===== src/rtl/olse_pkg.sv =====
// ----------------------------------------------------------------------------
// olse_pkg
// Shared types, field widths and operation/status codes for the ordered
// list shift engine.
// ----------------------------------------------------------------------------
`timescale 1ns / 1ps
`default_nettype none

package olse_pkg;

    // Default list capacity
    localparam int LIST_DEPTH_DEF = 32;

    // Field widths of the request and response transfers
    localparam int FUNC_W   = 3;
    localparam int POS_W    = 6;
    localparam int VALUE_W  = 32;
    localparam int STATUS_W = 3;
    localparam int FOUND_W  = 5;
    localparam int COUNT_W  = 6;

    // Operation codes
    localparam logic [FUNC_W-1:0] FN_PUSH_BACK  = 3'd0;
    localparam logic [FUNC_W-1:0] FN_PUSH_FRONT = 3'd1;
    localparam logic [FUNC_W-1:0] FN_POP_BACK   = 3'd2;
    localparam logic [FUNC_W-1:0] FN_POP_FRONT  = 3'd3;
    localparam logic [FUNC_W-1:0] FN_INSERT     = 3'd4;
    localparam logic [FUNC_W-1:0] FN_ERASE      = 3'd5;
    localparam logic [FUNC_W-1:0] FN_FIND       = 3'd6;
    localparam logic [FUNC_W-1:0] FN_MODIFY     = 3'd7;

    // Status codes
    localparam logic [STATUS_W-1:0] ST_OK       = 3'd0;
    localparam logic [STATUS_W-1:0] ST_FULL     = 3'd1;
    localparam logic [STATUS_W-1:0] ST_EMPTY    = 3'd2;
    localparam logic [STATUS_W-1:0] ST_BADPOS   = 3'd3;
    localparam logic [STATUS_W-1:0] ST_NOTFOUND = 3'd4;

    // Request transfer
    typedef struct packed {
        logic [FUNC_W-1:0]         func;
        logic [POS_W-1:0]          position;
        logic signed [VALUE_W-1:0] value;
    } t_req;

    // Response transfer
    typedef struct packed {
        logic [STATUS_W-1:0] status;
        logic [FOUND_W-1:0]  found_index;
        logic [COUNT_W-1:0]  entry_count;
    } t_rsp;

    // Per-cycle command broadcast to every cell
    typedef struct packed {
        logic ins;   // open a slot at the position, write the value there
        logic del;   // close the slot at the position
        logic wr;    // overwrite the entry at the position
    } t_cell_op;

endpackage : olse_pkg

`default_nettype wire


===== src/rtl/olse_cell.sv =====
// ----------------------------------------------------------------------------
// olse_cell
// One list slot: holds one entry, shifts to/from its neighbors on insert and
// erase, and registers a match flag for find.
// ----------------------------------------------------------------------------
`timescale 1ns / 1ps
`default_nettype none

module olse_cell #(
    parameter int CELL_INDEX = 0,
    parameter int IDX_W      = 5,
    parameter int CNT_W      = 6
) (
    input  wire logic                         i_clk,
    input  wire olse_pkg::t_cell_op           i_op,
    input  wire logic [IDX_W-1:0]             i_pos,
    input  wire logic [olse_pkg::VALUE_W-1:0] i_value,
    input  wire logic [olse_pkg::VALUE_W-1:0] i_left,
    input  wire logic [olse_pkg::VALUE_W-1:0] i_right,
    input  wire logic [CNT_W-1:0]             i_count,
    input  wire logic                         i_cmp,
    output logic [olse_pkg::VALUE_W-1:0]      o_entry,
    output logic                              o_hit
);
    import olse_pkg::*;

    localparam logic [IDX_W-1:0] K_IDX = IDX_W'(CELL_INDEX);
    localparam logic [CNT_W-1:0] K_CNT = CNT_W'(CELL_INDEX);

    logic [VALUE_W-1:0] r_entry;
    logic [VALUE_W-1:0] n_entry;
    logic               r_hit;

    // Slot update: write at the position, take from the left above it on
    // insert, take from the right at and above it on erase
    always_comb begin
        n_entry = r_entry;
        if ((i_op.ins || i_op.wr) && (K_IDX == i_pos)) begin
            n_entry = i_value;
        end else if (i_op.ins && (K_IDX > i_pos)) begin
            n_entry = i_left;
        end else if (i_op.del && (K_IDX >= i_pos)) begin
            n_entry = i_right;
        end
    end

    always_ff @(posedge i_clk) begin
        r_entry <= n_entry;
    end

    // Match flag, only for slots below the count
    always_ff @(posedge i_clk) begin
        if (i_cmp) begin
            r_hit <= (r_entry == i_value) && (K_CNT < i_count);
        end
    end

    assign o_entry = r_entry;
    assign o_hit   = r_hit;

endmodule : olse_cell

`default_nettype wire


===== src/rtl/olse_first_hit.sv =====
// ----------------------------------------------------------------------------
// olse_first_hit
// Lowest-index encoder over the registered cell match flags.
// ----------------------------------------------------------------------------
`timescale 1ns / 1ps
`default_nettype none

module olse_first_hit #(
    parameter int LIST_DEPTH = 32,
    parameter int IDX_W      = 5
) (
    input  wire logic [LIST_DEPTH-1:0] i_hits,
    output logic                       o_any,
    output logic [IDX_W-1:0]           o_idx
);
    import olse_pkg::*;

    logic [LIST_DEPTH-1:0] w_lowest;

    // Isolate the lowest set flag
    assign w_lowest = i_hits & (~i_hits + LIST_DEPTH'(1));
    assign o_any    = |i_hits;

    // One-hot to binary: OR of the indexes of the set flag
    always_comb begin
        o_idx = '0;
        for (int i = 0; i < LIST_DEPTH; i++) begin
            o_idx = o_idx | ({IDX_W{w_lowest[i]}} & IDX_W'(i));
        end
    end

endmodule : olse_first_hit

`default_nettype wire


===== src/rtl/ordered_list_shift_engine.sv =====
// ----------------------------------------------------------------------------
// ordered_list_shift_engine
// Fixed-capacity ordered list of 32-bit words built as a row of cells.
// A response passes from the request transfer through stage A and the output
// register. Throughput: one request per cycle while the response side does not
// stall; every cell shifts or compares in the cycle the request is taken, and
// the find encoder runs in the next stage. Reset clears the entry count and
// both pipeline valids; entries are not cleared and need no clearing pass.
// ----------------------------------------------------------------------------
`timescale 1ns / 1ps
`default_nettype none

module ordered_list_shift_engine #(
    parameter int LIST_DEPTH = olse_pkg::LIST_DEPTH_DEF
) (
    input  wire logic            i_clk,
    input  wire logic            i_rst_n,
    input  wire logic            i_req_valid,
    output logic                 o_req_stall,
    input  wire olse_pkg::t_req  i_req,
    output logic                 o_rsp_valid,
    input  wire logic            i_rsp_stall,
    output olse_pkg::t_rsp       o_rsp
);
    import olse_pkg::*;

    localparam int IDX_W = $clog2(LIST_DEPTH);
    localparam int CNT_W = $clog2(LIST_DEPTH + 1);
    localparam int CMP_W = CNT_W + POS_W;
    localparam logic [CNT_W-1:0] DEPTH_C = CNT_W'(LIST_DEPTH);

    // Handshake
    logic w_req_xfer;
    logic w_a_adv;
    logic w_o_free;

    // Count and request decode
    logic [CNT_W-1:0]    r_count;
    logic [CNT_W-1:0]    n_count;
    logic [CMP_W-1:0]    w_pos_x;
    logic [CMP_W-1:0]    w_cnt_x;
    logic [IDX_W+POS_W-1:0] w_pos_ext;
    logic [IDX_W+CNT_W-1:0] w_cnt_ext;
    logic                w_full;
    logic                w_empty;
    logic [STATUS_W-1:0] w_status;
    logic                w_ins;
    logic                w_del;
    logic                w_wr;
    logic                w_inc;
    logic                w_dec;
    logic [1:0]          w_psel;
    logic [IDX_W-1:0]    w_pos;
    t_cell_op            w_op;

    // Cell row
    logic [VALUE_W-1:0]    w_entry [LIST_DEPTH];
    logic [LIST_DEPTH-1:0] w_hits;

    // Stage A
    logic                r_a_valid;
    logic                r_a_find;
    logic [STATUS_W-1:0] r_a_status;
    logic [CNT_W-1:0]    r_a_count;
    logic                w_any;
    logic [IDX_W-1:0]    w_idx;
    logic [IDX_W+FOUND_W-1:0] w_idx_ext;
    logic [CNT_W+COUNT_W-1:0] w_acnt_ext;
    t_rsp                w_rsp;

    // Output stage
    logic r_o_valid;
    t_rsp r_o_rsp;

    localparam logic [1:0] PSEL_REQ   = 2'd0;
    localparam logic [1:0] PSEL_COUNT = 2'd1;
    localparam logic [1:0] PSEL_ZERO  = 2'd2;

    // Pipeline flow
    assign w_o_free    = !r_o_valid || !i_rsp_stall;
    assign w_a_adv     = r_a_valid && w_o_free;
    assign o_req_stall = r_a_valid && !w_o_free;
    assign w_req_xfer  = i_req_valid && !o_req_stall;

    // Widened copies for compares and index selection
    assign w_pos_x   = CMP_W'(i_req.position);
    assign w_cnt_x   = CMP_W'(r_count);
    assign w_pos_ext = {{IDX_W{1'b0}}, i_req.position};
    assign w_cnt_ext = {{IDX_W{1'b0}}, r_count};
    assign w_full    = (r_count == DEPTH_C);
    assign w_empty   = (r_count == '0);

    // Request decode: status and cell command
    always_comb begin
        w_status = ST_OK;
        w_ins    = 1'b0;
        w_del    = 1'b0;
        w_wr     = 1'b0;
        w_inc    = 1'b0;
        w_dec    = 1'b0;
        w_psel   = PSEL_REQ;
        unique case (i_req.func)
            FN_PUSH_BACK: begin
                w_psel = PSEL_COUNT;
                if (w_full) begin
                    w_status = ST_FULL;
                end else begin
                    w_ins = 1'b1;
                    w_inc = 1'b1;
                end
            end
            FN_PUSH_FRONT: begin
                w_psel = PSEL_ZERO;
                if (w_full) begin
                    w_status = ST_FULL;
                end else begin
                    w_ins = 1'b1;
                    w_inc = 1'b1;
                end
            end
            FN_POP_BACK: begin
                if (w_empty) begin
                    w_status = ST_EMPTY;
                end else begin
                    w_dec = 1'b1;
                end
            end
            FN_POP_FRONT: begin
                w_psel = PSEL_ZERO;
                if (w_empty) begin
                    w_status = ST_EMPTY;
                end else begin
                    w_del = 1'b1;
                    w_dec = 1'b1;
                end
            end
            FN_INSERT: begin
                if (w_pos_x > w_cnt_x) begin
                    w_status = ST_BADPOS;
                end else if (w_full) begin
                    w_status = ST_FULL;
                end else begin
                    w_ins = 1'b1;
                    w_inc = 1'b1;
                end
            end
            FN_ERASE: begin
                if (w_empty) begin
                    w_status = ST_EMPTY;
                end else if (w_pos_x >= w_cnt_x) begin
                    w_status = ST_BADPOS;
                end else begin
                    w_del = 1'b1;
                    w_dec = 1'b1;
                end
            end
            FN_FIND: begin
                w_status = ST_NOTFOUND;
            end
            FN_MODIFY: begin
                if (w_empty) begin
                    w_status = ST_EMPTY;
                end else if (w_pos_x >= w_cnt_x) begin
                    w_status = ST_BADPOS;
                end else begin
                    w_wr = 1'b1;
                end
            end
            default: begin
                w_status = ST_OK;
            end
        endcase
    end

    // Target slot
    always_comb begin
        case (w_psel)
            PSEL_COUNT: w_pos = w_cnt_ext[IDX_W-1:0];
            PSEL_ZERO:  w_pos = '0;
            default:    w_pos = w_pos_ext[IDX_W-1:0];
        endcase
    end

    assign w_op.ins = w_req_xfer && w_ins;
    assign w_op.del = w_req_xfer && w_del;
    assign w_op.wr  = w_req_xfer && w_wr;

    // Entry count
    always_comb begin
        n_count = r_count;
        if (w_req_xfer && w_inc) begin
            n_count = r_count + CNT_W'(1);
        end else if (w_req_xfer && w_dec) begin
            n_count = r_count - CNT_W'(1);
        end
    end

    always_ff @(posedge i_clk) begin
        if (!i_rst_n) begin
            r_count <= '0;
        end else begin
            r_count <= n_count;
        end
    end

    // Row of cells, each linked to its neighbors; the first cell's left input is the request value
    for (genvar g = 0; g < LIST_DEPTH; g++) begin : g_cell
        logic [VALUE_W-1:0] w_left;
        logic [VALUE_W-1:0] w_right;

        if (g == 0) begin : g_first
            assign w_left = i_req.value;
        end else begin : g_mid_l
            assign w_left = w_entry[g-1];
        end

        if (g == LIST_DEPTH - 1) begin : g_last
            assign w_right = w_entry[g];
        end else begin : g_mid_r
            assign w_right = w_entry[g+1];
        end

        olse_cell #(
            .CELL_INDEX (g),
            .IDX_W      (IDX_W),
            .CNT_W      (CNT_W)
        ) u_cell (
            .i_clk   (i_clk),
            .i_op    (w_op),
            .i_pos   (w_pos),
            .i_value (i_req.value),
            .i_left  (w_left),
            .i_right (w_right),
            .i_count (r_count),
            .i_cmp   (w_req_xfer),
            .o_entry (w_entry[g]),
            .o_hit   (w_hits[g])
        );
    end

    // Stage A: status and new count held while the match flags settle
    always_ff @(posedge i_clk) begin
        if (!i_rst_n) begin
            r_a_valid <= 1'b0;
        end else if (w_req_xfer) begin
            r_a_valid <= 1'b1;
        end else if (w_a_adv) begin
            r_a_valid <= 1'b0;
        end
    end

    always_ff @(posedge i_clk) begin
        if (w_req_xfer) begin
            r_a_find   <= (i_req.func == FN_FIND);
            r_a_status <= w_status;
            r_a_count  <= n_count;
        end
    end

    // Lowest matching slot
    olse_first_hit #(
        .LIST_DEPTH (LIST_DEPTH),
        .IDX_W      (IDX_W)
    ) u_first_hit (
        .i_hits (w_hits),
        .o_any  (w_any),
        .o_idx  (w_idx)
    );

    assign w_idx_ext  = {{FOUND_W{1'b0}}, w_idx};
    assign w_acnt_ext = {{COUNT_W{1'b0}}, r_a_count};

    // Response assembly
    always_comb begin
        w_rsp.status      = r_a_status;
        w_rsp.found_index = '0;
        w_rsp.entry_count = w_acnt_ext[COUNT_W-1:0];
        if (r_a_find && w_any) begin
            w_rsp.status      = ST_OK;
            w_rsp.found_index = w_idx_ext[FOUND_W-1:0];
        end
    end

    // Output register
    always_ff @(posedge i_clk) begin
        if (!i_rst_n) begin
            r_o_valid <= 1'b0;
        end else if (w_a_adv) begin
            r_o_valid <= 1'b1;
        end else if (!i_rsp_stall) begin
            r_o_valid <= 1'b0;
        end
    end

    always_ff @(posedge i_clk) begin
        if (w_a_adv) begin
            r_o_rsp <= w_rsp;
        end
    end

    assign o_rsp_valid = r_o_valid;
    assign o_rsp       = r_o_rsp;

endmodule : ordered_list_shift_engine

`default_nettype wire

===== config.mk =====
export PLATFORM = sky130hd
export DESIGN_NAME = ordered_list_shift_engine
export DESIGN_NICKNAME = d
export VERILOG_FILES = /design/src/rtl/olse_pkg.sv /design/src/rtl/olse_cell.sv /design/src/rtl/olse_first_hit.sv /design/src/rtl/ordered_list_shift_engine.sv
export SDC_FILE = /design/constraint.sdc
export NUM_CORES = 2
export LEC_CHECK = 0
export BUFFER_PORTS_ARGS = -buffer_cell sky130_fd_sc_hd__buf_2
export CAP_MARGIN = 40
export CORE_ASPECT_RATIO = 0.8
export CORE_MARGIN = 5
export CORE_UTILIZATION = 28
export CTS_BUF_LIST = sky130_fd_sc_hd__clkbuf_8
export DETAILED_ROUTE_END_ITERATION = 8
export SETUP_SLACK_MARGIN = 0.1
export SLEW_MARGIN = 20
export SYNTH_ARGS = -nofsm -noshare
export SYNTH_HDL_FRONTEND = slang
export SYNTH_SLANG_ARGS = --single-unit

===== constraint.sdc =====
create_clock -name i_clk -period 9.5 [get_ports i_clk]
set_input_delay 0.475 -clock i_clk [delete_from_list [all_inputs] [get_ports i_clk]]
set_output_delay 0.475 -clock i_clk [all_outputs]
set_load 0.02 [all_outputs]

Yosys cells after proc, flatten, opt, wreduce, memory -nomap -nowiden
Cells that the tools add are included.

cells by class
  add/sub/neg operators = 3
  magnitude comparators = 97
  equal/unequal tests = 74
  multiplexer cells = 118
  bitwise gates (word level) = 32
  reductions and logical operators = 182

operators by type and width
  operator                                                                             number
  32-bit two-way mux                                                                   95
  32-bit == test                                                                       32
  1-bit logical AND                                                                    135
  5-bit by 6-bit less-than comparator with 1-bit output (first input constant)         16
  3-bit nonzero test                                                                   31
  5-bit == test (first input constant)                                                 16
  5-bit greater-than comparator (first input constant)                                 16
  5-bit OR                                                                             16
  5-bit greater-or-equal comparator (first input constant)                             15
  4-bit by 6-bit less-than comparator with 1-bit output (first input constant)         8
  4-bit by 5-bit == test with 1-bit output (first input constant)                      8
  4-bit by 5-bit greater-or-equal comparator with 1-bit output (first input constant)  8
  4-bit by 5-bit greater-than comparator with 1-bit output (first input constant)      8
  5-bit by 4-bit OR with 5-bit output                                                  8
  32-bit by 1-bit adder with 32-bit output (second input constant)                     1
  32-bit bitwise AND                                                                   1
  32-bit inverter                                                                      1
  32-bit OR reduction                                                                  1
  3-bit by 6-bit less-than comparator with 1-bit output (first input constant)         4
  3-bit by 5-bit == test with 1-bit output (first input constant)                      4
  3-bit by 5-bit greater-or-equal comparator with 1-bit output (first input constant)  4
  3-bit by 5-bit greater-than comparator with 1-bit output (first input constant)      4
  5-bit by 3-bit OR with 5-bit output                                                  4
  3-bit one-hot mux with 5 select lines                                                1
  other kinds (35)                                                                     69

storage, ports and cells
  bits in registers = 1088
  input bits = 45
  output and inout bits = 16
  word-level logic and storage cells = 579

Depth between registers and ports, before layout
  word-level depth = 33
  depth in mapped cells = 16
  gate-level depth less buffers = 9

Hierarchy
A second synthesis with hierarchy kept.

second synthesis, totals
  cells, all modules = 6061
  area, all modules = 68212.9 um^2

by module, submodules not included
  module                         instances  cells an instance  area each (um^2)  sequential area each (um^2)
  olse_cell (g_cell[12].u_cell)  1          156                2307.2            991.0
  olse_cell (g_cell[10].u_cell)  1          194                2182.1            991.0
  olse_cell (g_cell[4].u_cell)   1          194                2168.3            991.0
  olse_cell (g_cell[3].u_cell)   1          193                2150.8            991.0
  olse_cell (g_cell[13].u_cell)  1          193                2122.0            991.0
  olse_cell (g_cell[30].u_cell)  1          191                2110.8            991.0
  olse_cell (g_cell[26].u_cell)  1          193                2109.5            991.0
  olse_cell (g_cell[6].u_cell)   1          190                2105.8            991.0
  olse_cell (g_cell[2].u_cell)   1          190                2104.5            991.0
  olse_cell (g_cell[18].u_cell)  1          193                2103.3            991.0
  olse_cell (g_cell[24].u_cell)  1          189                2078.2            991.0
  olse_cell (g_cell[14].u_cell)  1          191                2068.2            991.0
  olse_cell (g_cell[25].u_cell)  1          229                2068.2            991.0
  olse_cell (g_cell[8].u_cell)   1          192                2067.0            991.0
  +20 rows                       --         --                 --                --

Worst setup path after synthesis
OpenSTA, ideal clock, no wires.

  path type = input port to flip-flop
  start = input i_rsp_stall
  end = register g_cell[8].u_cell.r_entry[0] (enable)
  setup time = 0.474 ns
  data arrival time = 5.884 ns
  data required time = 9.026 ns
  slack = 3.142 ns
  stages on the path = 7
  buffers on the path = 1
  path through = and3_1 > buf_2 > nor2_1 > nand2_1 > o22ai_1 > nor2_1 > a221oi_1

on the way
  longest elaborated chain between the ends = 10
  elaborated cells between the ends (all ways) = 14
  classes of those cells = 14 x reduce/logical

RTL lines
  what                                     line                                                                RTL
  start: declaration                       ordered_list_shift_engine.sv:22                                     input wire logic i_rsp_stall,
  1-bit zero test (*)                      --
  1-bit logical OR (*)                     ordered_list_shift_engine.sv:80                                     assign w_o_free = !r_o_valid || !i_rsp_stall;
  1-bit zero test (*)                      ordered_list_shift_engine.sv:82                                     assign o_req_stall = r_a_valid && !w_o_free;
  1-bit logical AND (*)                    ordered_list_shift_engine.sv:82
  net o_req_stall                          ordered_list_shift_engine.sv:19                                     output logic o_req_stall,
  1-bit zero test (*)                      ordered_list_shift_engine.sv:83                                     assign w_req_xfer = i_req_valid && !o_req_stall;
  1-bit logical AND (*)                    ordered_list_shift_engine.sv:83
  net g_cell[0].u_cell.i_cmp               olse_cell.sv:21                                                     input wire logic i_cmp,
  1-bit logical AND (on tied branches)     ordered_list_shift_engine.sv:184, ordered_list_shift_engine.sv:186
  1-bit logical OR                         olse_cell.sv:38                                                     if ((i_op.ins || i_op.wr) && (K_IDX == i_pos)) begin
  1-bit logical AND                        olse_cell.sv:38
  3-bit nonzero test (no source line) (*)  --
  end signal: assignment                   olse_cell.sv:48                                                     r_entry <= n_entry;
  end: declaration                         olse_cell.sv:30                                                     logic [VALUE_W-1:0] r_entry;

The timed path passes the listed nets; every way through them passes the cells marked *.
A chain may end at the register's enable or synchronous reset.

Final worst setup path
  start = register r_count[2]
  end = register g_cell[19].u_cell.r_entry[17] (enable)

on the way
  longest elaborated chain between the ends = 8
  elaborated cells between the ends (all ways) = 24
  classes of those cells = 4 x order compare; 2 x eq/ne; 9 x mux; 9 x reduce/logical

RTL lines
  what                                                                               line                                                                                                 RTL
  start: declaration                                                                 ordered_list_shift_engine.sv:38                                                                      logic [CNT_W-1:0] r_count;
  start signal: assignment                                                           ordered_list_shift_engine.sv:202                                                                     r_count <= n_count;
  6-bit greater-or-equal comparator / 6-bit == test (equally long branches)          ordered_list_shift_engine.sv:150, ordered_list_shift_engine.sv:163, ordered_list_shift_engine.sv:90
  1-bit two-way mux (on tied branches)                                               --
  1-bit two-way mux (on tied branches)                                               ordered_list_shift_engine.sv:148, ordered_list_shift_engine.sv:138
  1-bit two-way mux / 1-bit one-hot mux with 2 select lines (equally long branches)  ordered_list_shift_engine.sv:102                                                                     unique case (i_req.func)
  1-bit logical AND (on tied branches)                                               ordered_list_shift_engine.sv:186, ordered_list_shift_engine.sv:184
  1-bit logical OR                                                                   olse_cell.sv:38
  1-bit logical AND                                                                  olse_cell.sv:38
  3-bit nonzero test (no source line) (*)                                            --
  end signal: assignment                                                             olse_cell.sv:48
  end: declaration                                                                   olse_cell.sv:30

Every way passes the cells marked *; elsewhere a longest branch is shown, timed or not.

==> report_table.html <==
<table>
<tr><th>Metric</th><th>Value</th></tr>
<tr><th colspan="2">Outcome</th></tr>
<tr><td>Run status</td><td>complete, no violations</td></tr>
<tr><th colspan="2">Timing</th></tr>
<tr><td>Finish-stage setup viols</td><td>0</td></tr>
<tr><td>Post-route fraction of the period consumed by the critical path</td><td>0.574</td></tr>
<tr><td>Final number of max-transition violations</td><td>0</td></tr>
<tr><td>Worst max-slew margin expressed relative to the limit</td><td>0.353</td></tr>
<tr><td>Worst Tran Pin Value</td><td>0.964 ns</td></tr>
<tr><td>Final setup TNS</td><td>0 ns</td></tr>
<tr><td>Final clock skew</td><td>0.0555 ns</td></tr>
<tr><td>Highest clock frequency the design can meet</td><td>183 MHz</td></tr>
<tr><td>Final period demand of the worst path</td><td>between 5 and 6 ns</td></tr>
<tr><td>Hold Violations, Final</td><td>0</td></tr>
<tr><td>Unrepaired setup endpoints after global routing</td><td>no</td></tr>
<tr><th colspan="2">Yosys</th></tr>
<tr><td>Number of cells produced by synthesis</td><td>between 5000 and 6000</td></tr>
<tr><td>Adder and majority gate portion of the synthesized area</td><td>0.00180</td></tr>
<tr><td>Sequential cell area fraction in the yosys report</td><td>0.469</td></tr>
<tr><td>Dominant synthesized flop cell</td><td>sky130_fd_sc_hd__edfxtp_1</td></tr>
<tr><td>Post-Synthesis Mean Instance Area</td><td>~12 um^2</td></tr>
<tr><td>Total nets after synthesis</td><td>5922</td></tr>
<tr><td>Simple-Gate Fraction of Synth Area</td><td>0.0931</td></tr>
<tr><td>Share of synthesized area spent on multiplexers</td><td>0.188</td></tr>
<tr><td>Yosys warns</td><td>0</td></tr>
<tr><td>XOR/XNOR share of the synthesized area</td><td>0.130</td></tr>
<tr><td>Synth Area in Compound Gates</td><td>0.0809</td></tr>
<tr><td>Post-synth EDFFs</td><td>about 1100</td></tr>
<tr><td>Post-Syn Area</td><td>0.0694 mm^2</td></tr>
<tr><td>Number of flip-flops and latches in the synthesized netlist</td><td>between 1000 and 1500</td></tr>
<tr><td>Dominant combinational cell family by area after synthesis</td><td>multiplexers</td></tr>
<tr><td>Unique masters post-synth</td><td>84</td></tr>
<tr><td>FFs w/ async S/R, synth</td><td>0</td></tr>
<tr><th colspan="2">Clock network</th></tr>
<tr><td>Root Driver</td><td>sky130_fd_sc_hd__clkbuf_8</td></tr>
<tr><td>Clock transition time at the flip-flop clock pins of the worst setup and hold paths</td><td>~0.08 ns</td></tr>
<tr><td>Sink Count</td><td>approximately 1100</td></tr>
<tr><td>Count of buffers added by post-CTS timing repair for setup</td><td>0</td></tr>
<tr><td>Number of buffers created by CTS</td><td>184</td></tr>
<tr><td>CTS tree</td><td>built</td></tr>
<tr><td>Clk_lat worst skew</td><td>between 1 and 1.5 ns</td></tr>
<tr><td>Max H-tree Level</td><td>4</td></tr>
<tr><td>Bufs on Longest Clock Path</td><td>3</td></tr>
<tr><th colspan="2">Power</th></tr>
<tr><td>Reported leakage power</td><td>25.1 nW</td></tr>
<tr><td>Net switching share of the total power</td><td>0.333</td></tr>
<tr><td>Part of the total power dissipated in the clock network</td><td>0.319</td></tr>
<tr><td>Combinational cell fraction of total power</td><td>0.187</td></tr>
<tr><td>Seq pwr share</td><td>0.494</td></tr>
<tr><td>Internal Dissipation</td><td>approximately 0.0086 W</td></tr>
<tr><td>Power density normalized to cell area</td><td>about 170 mW/mm^2</td></tr>
<tr><td>Max rail drop VDD</td><td>~0.17 mV</td></tr>
<tr><td>Net switching power</td><td>approximately 0.0043 W</td></tr>
<tr><th colspan="2">Routing</th></tr>
<tr><td>Drt first-iter violations</td><td>around 10000</td></tr>
<tr><td>Vias per inst</td><td>~6</td></tr>
<tr><td>Number of detailed-route iterations in the first pass</td><td>9</td></tr>
<tr><td>Antenna violation net count after detailed routing</td><td>0</td></tr>
<tr><td>Count of unresolved DRC violations after routing</td><td>0</td></tr>
<tr><td>Via count</td><td>~56000</td></tr>
<tr><td>Drt wl/cell</td><td>~34 um</td></tr>
<tr><td>Total routed wirelength</td><td>between 300000 and 400000 um</td></tr>
<tr><th colspan="2">Setup path</th></tr>
<tr><td>Worst path bufs/invs</td><td>7</td></tr>
<tr><td>Family of cells with the greatest summed delay on the critical path</td><td>buffers and inverters</td></tr>
<tr><td>Slack of the worst reg-to-reg path</td><td>between 4 and 5 ns</td></tr>
<tr><td>Cells along the critical path</td><td>inv_1, ha_1, and4_1, o21ai_0, a211oi_4, buf_4, buf_4, o21ai_4, buf_4, buf_12, and3_1, buf_4, a211o_1, buf_4</td></tr>
<tr><td>Cell with the biggest individual delay on the critical path</td><td>sky130_fd_sc_hd__dfxtp_1</td></tr>
<tr><td>Worst path arrival time</td><td>a little over 6 ns</td></tr>
<tr><td>Cell mode on critical path</td><td>sky130_fd_sc_hd__buf_4</td></tr>
<tr><td>Required arrival time at the worst endpoint</td><td>~10 ns</td></tr>
<tr><td>Sort of element at the end of the critical path</td><td>register</td></tr>
<tr><td>Largest stage delay on the critical path</td><td>~0.85 ns</td></tr>
<tr><td>Worst setup SP type</td><td>register</td></tr>
<tr><td>Reg-to-reg critical path startpoint</td><td>r_count[2]$_SDFF_PN0_</td></tr>
<tr><td>Largest fanout on the critical path</td><td>133</td></tr>
<tr><td>FF-to-FF path depth</td><td>14</td></tr>
<tr><td>FF-to-FF End</td><td>g_cell[19].u_cell.o_entry[17]$_DFFE_PP_</td></tr>
<tr><td>Classification of the worst setup path</td><td>reg2reg</td></tr>
<tr><th colspan="2">Job</th></tr>
<tr><td>Reported max-cap violation count</td><td>0</td></tr>
<tr><th colspan="2">Die</th></tr>
<tr><td>Top-level I/O count</td><td>roughly 60</td></tr>
<tr><td>Count of standard-cell rows</td><td>163</td></tr>
<tr><td>X dimension of the die</td><td>between 500 and 600 um</td></tr>
<tr><td>Die boundary height</td><td>around 460 um</td></tr>
<tr><td>Core area</td><td>~0.25 mm^2</td></tr>
<tr><td>Die footprint</td><td>around 0.26 mm^2</td></tr>
<tr><td>Initial Utilization</td><td>0.281</td></tr>
<tr><th colspan="2">Finish</th></tr>
<tr><td>Relative area change from synthesis to final layout</td><td>12.1%</td></tr>
<tr><td>Highest-count cells in the layout ignoring fill and taps</td><td>sky130_fd_sc_hd__edfxtp_1, sky130_fd_sc_hd__mux2_2, sky130_fd_sc_hd__xor2_1</td></tr>
<tr><td>Share of layout cells above drive strength 1</td><td>0.249</td></tr>
<tr><td>Post-route cell area</td><td>a little under 0.08 mm^2</td></tr>
<tr><td>Most common cell after layout, fill and taps aside</td><td>sky130_fd_sc_hd__edfxtp_1</td></tr>
<tr><td>Nets</td><td>about 5900</td></tr>
<tr><th colspan="2">GRT</th></tr>
<tr><td>Pin count of the biggest net entering global routing</td><td>134</td></tr>
<tr><td>Global-route congestion overflow total</td><td>0</td></tr>
<tr><td>Number of antenna violations at the first check in global routing</td><td>26</td></tr>
<tr><td>Wire length of the first global-routing pass</td><td>426000 um</td></tr>
<tr><td>Vias in the first global route</td><td>51500</td></tr>
<tr><td>Global-route usage over all layers</td><td>0.229</td></tr>
<tr><th colspan="2">Hold path</th></tr>
<tr><td>Start point of the worst hold path</td><td>i_req[17]</td></tr>
<tr><td>Hold Crit Endpoint</td><td>g_cell[25].u_cell.o_entry[17]$_DFFE_PP_</td></tr>
<tr><td>Hold path depth</td><td>3</td></tr>
<tr><td>Worst min path class</td><td>in2reg</td></tr>
<tr><th colspan="2">Placement</th></tr>
<tr><td>Port bufs</td><td>60</td></tr>
<tr><td>Detailed Place HPWL</td><td>between 200000 and 250000 um</td></tr>
<tr><td>GP Congestion</td><td>approximately 1.1</td></tr>
<tr><td>Area after DPL</td><td>between 0.07 and 0.08 mm^2</td></tr>
</table>
[cell type report]
type	count	area, um^2
Inverter	57	214
Clock inverter	131	724
Tap cell	3300	4130
Timing Repair Buffer	330	2760
Fill cell	24800	169000
Multi-Input combinational cell	4149	34800
Clock buffer	186	2560
Antenna cell	12	30.0
Sequential cell	1088	32600
[state kept, by name (all words and copies together), names as in the netlist]
name and cells:
r_a_valid 1, r_count 6, r_a_find 1, o_rsp_valid 1
r_a_status 3, o_rsp 14, g_cell.u_cell.o_hit 32, g_cell.u_cell.o_entry 1024
r_a_count 6
[per-stage QoR]
stage	total power [W]	hold WS, ns	worst slack (ns)	cells	utilization
finish	0.0129	0.0476	4.04	9253	0.315
global route	0.0132	0.0514	3.82	9244	0.315
CTS	0.0128	0.00273	4.07	9232	0.315
detailed placement	0.00873	0.409	4.17	8895	0.301
global placement	0.00867	0.409	4.21	8868	0.299
floorplan	0.00762	0.400	3.14	5867	-
[worst max-delay path by stage]
stage / from / slack [ns] / endpoint / depth (start not counted)
3_3_place_gp: r_count[2]$_SDFF_PN0_ / 4.21 / g_cell[2].u_cell.o_entry[27]$_DFFE_PP_ / 12
6_report: r_count[2]$_SDFF_PN0_ / 4.04 / g_cell[19].u_cell.o_entry[17]$_DFFE_PP_ / 14
5_1_grt: r_count[2]$_SDFF_PN0_ / 3.82 / g_cell[19].u_cell.o_entry[6]$_DFFE_PP_ / 14
3_5_place_dp: r_count[2]$_SDFF_PN0_ / 4.17 / g_cell[15].u_cell.o_entry[21]$_DFFE_PP_ / 13
4_1_cts: r_count[2]$_SDFF_PN0_ / 4.07 / g_cell[15].u_cell.o_entry[25]$_DFFE_PP_ / 13
2_1_floorplan: i_rsp_stall / 3.14 / g_cell[8].u_cell.o_entry[0]$_DFFE_PP_ / 7
[Yosys cell counts (all sizes together), types with 6 or more instances]
cell	n	area, um^2
and3	25	156
a221o	161	1610
nand2b	37	231
nor3	94	521
o211a	10	100
nand3	154	771
mux2	838	9620
xor2	642	5620
a31oi	13	81.3
a32o	9	90.1
buf	230	1100
xnor2	386	3380
clkbuf	343	1290
edfxtp	1080	32400
a21o	11	82.6
or4	8	63.8
o21a	7	52.6
mux2i	340	3400
nand2	75	282
o221ai	8	70.1
a211oi	21	183
nor2	89	337
o21ai	181	910
o211ai	9	67.6
o22ai	38	244
or3	8	50.1
inv	57	214
nand4	169	1060
a2111oi	6	71.3
ha	10	125
dfxtp	8	160
o2111ai	11	96.3
and2	128	801
o221a	32	360
a21oi	248	1250
nor4	315	1970
[routing by layer]
metal  track usage  routed length, um  vias to the layer above
met5             0                275                        -
met4        0.0657              10300                       25
met3         0.110              54000                      636
met2         0.294             118000                     4805
met1         0.333             129000                    28100
li1              -                  -                    22200
[kinds of logic (layout without fill, tap and decap cells)]
kind of cell | after synthesis | count (layout)
adders and majority gates | 10 | 10
AOI/OAI and AO/OA | 805 | 805
and+or+nand+nor | 1128 | 1128
xor gates and xnor gates | 1028 | 1028
DFF | 1088 | 1088
other | 0 | 12
muxes | 1178 | 1178
buffers and inverters | 630 | 704
[power groups by stage]
stage	Sequential, W	Clock [W]	Combinational [W]
after detailed placement	0.00642	0	0.00231
after global routing	0.00637	0.00435	0.00251
final	0.00639	0.00412	0.00242
after CTS	0.00633	0.00413	0.00232
after floorplan	0.00608	0	0.00154
after global placement	0.00642	0	0.00225
[worst min-delay path: stages]
cell and delay [ns]:
sky130_fd_sc_hd__buf_4 0.22, sky130_fd_sc_hd__nand3_1 0.11, sky130_fd_sc_hd__o21ai_0 0.08
[repair_timing]
item / in CTS / in global routing
hold endpoints to repair: 59 / 3
resized for setup: 0 / 0
hold buffers: 20 / 1
(Power assumes the default switching activity.)
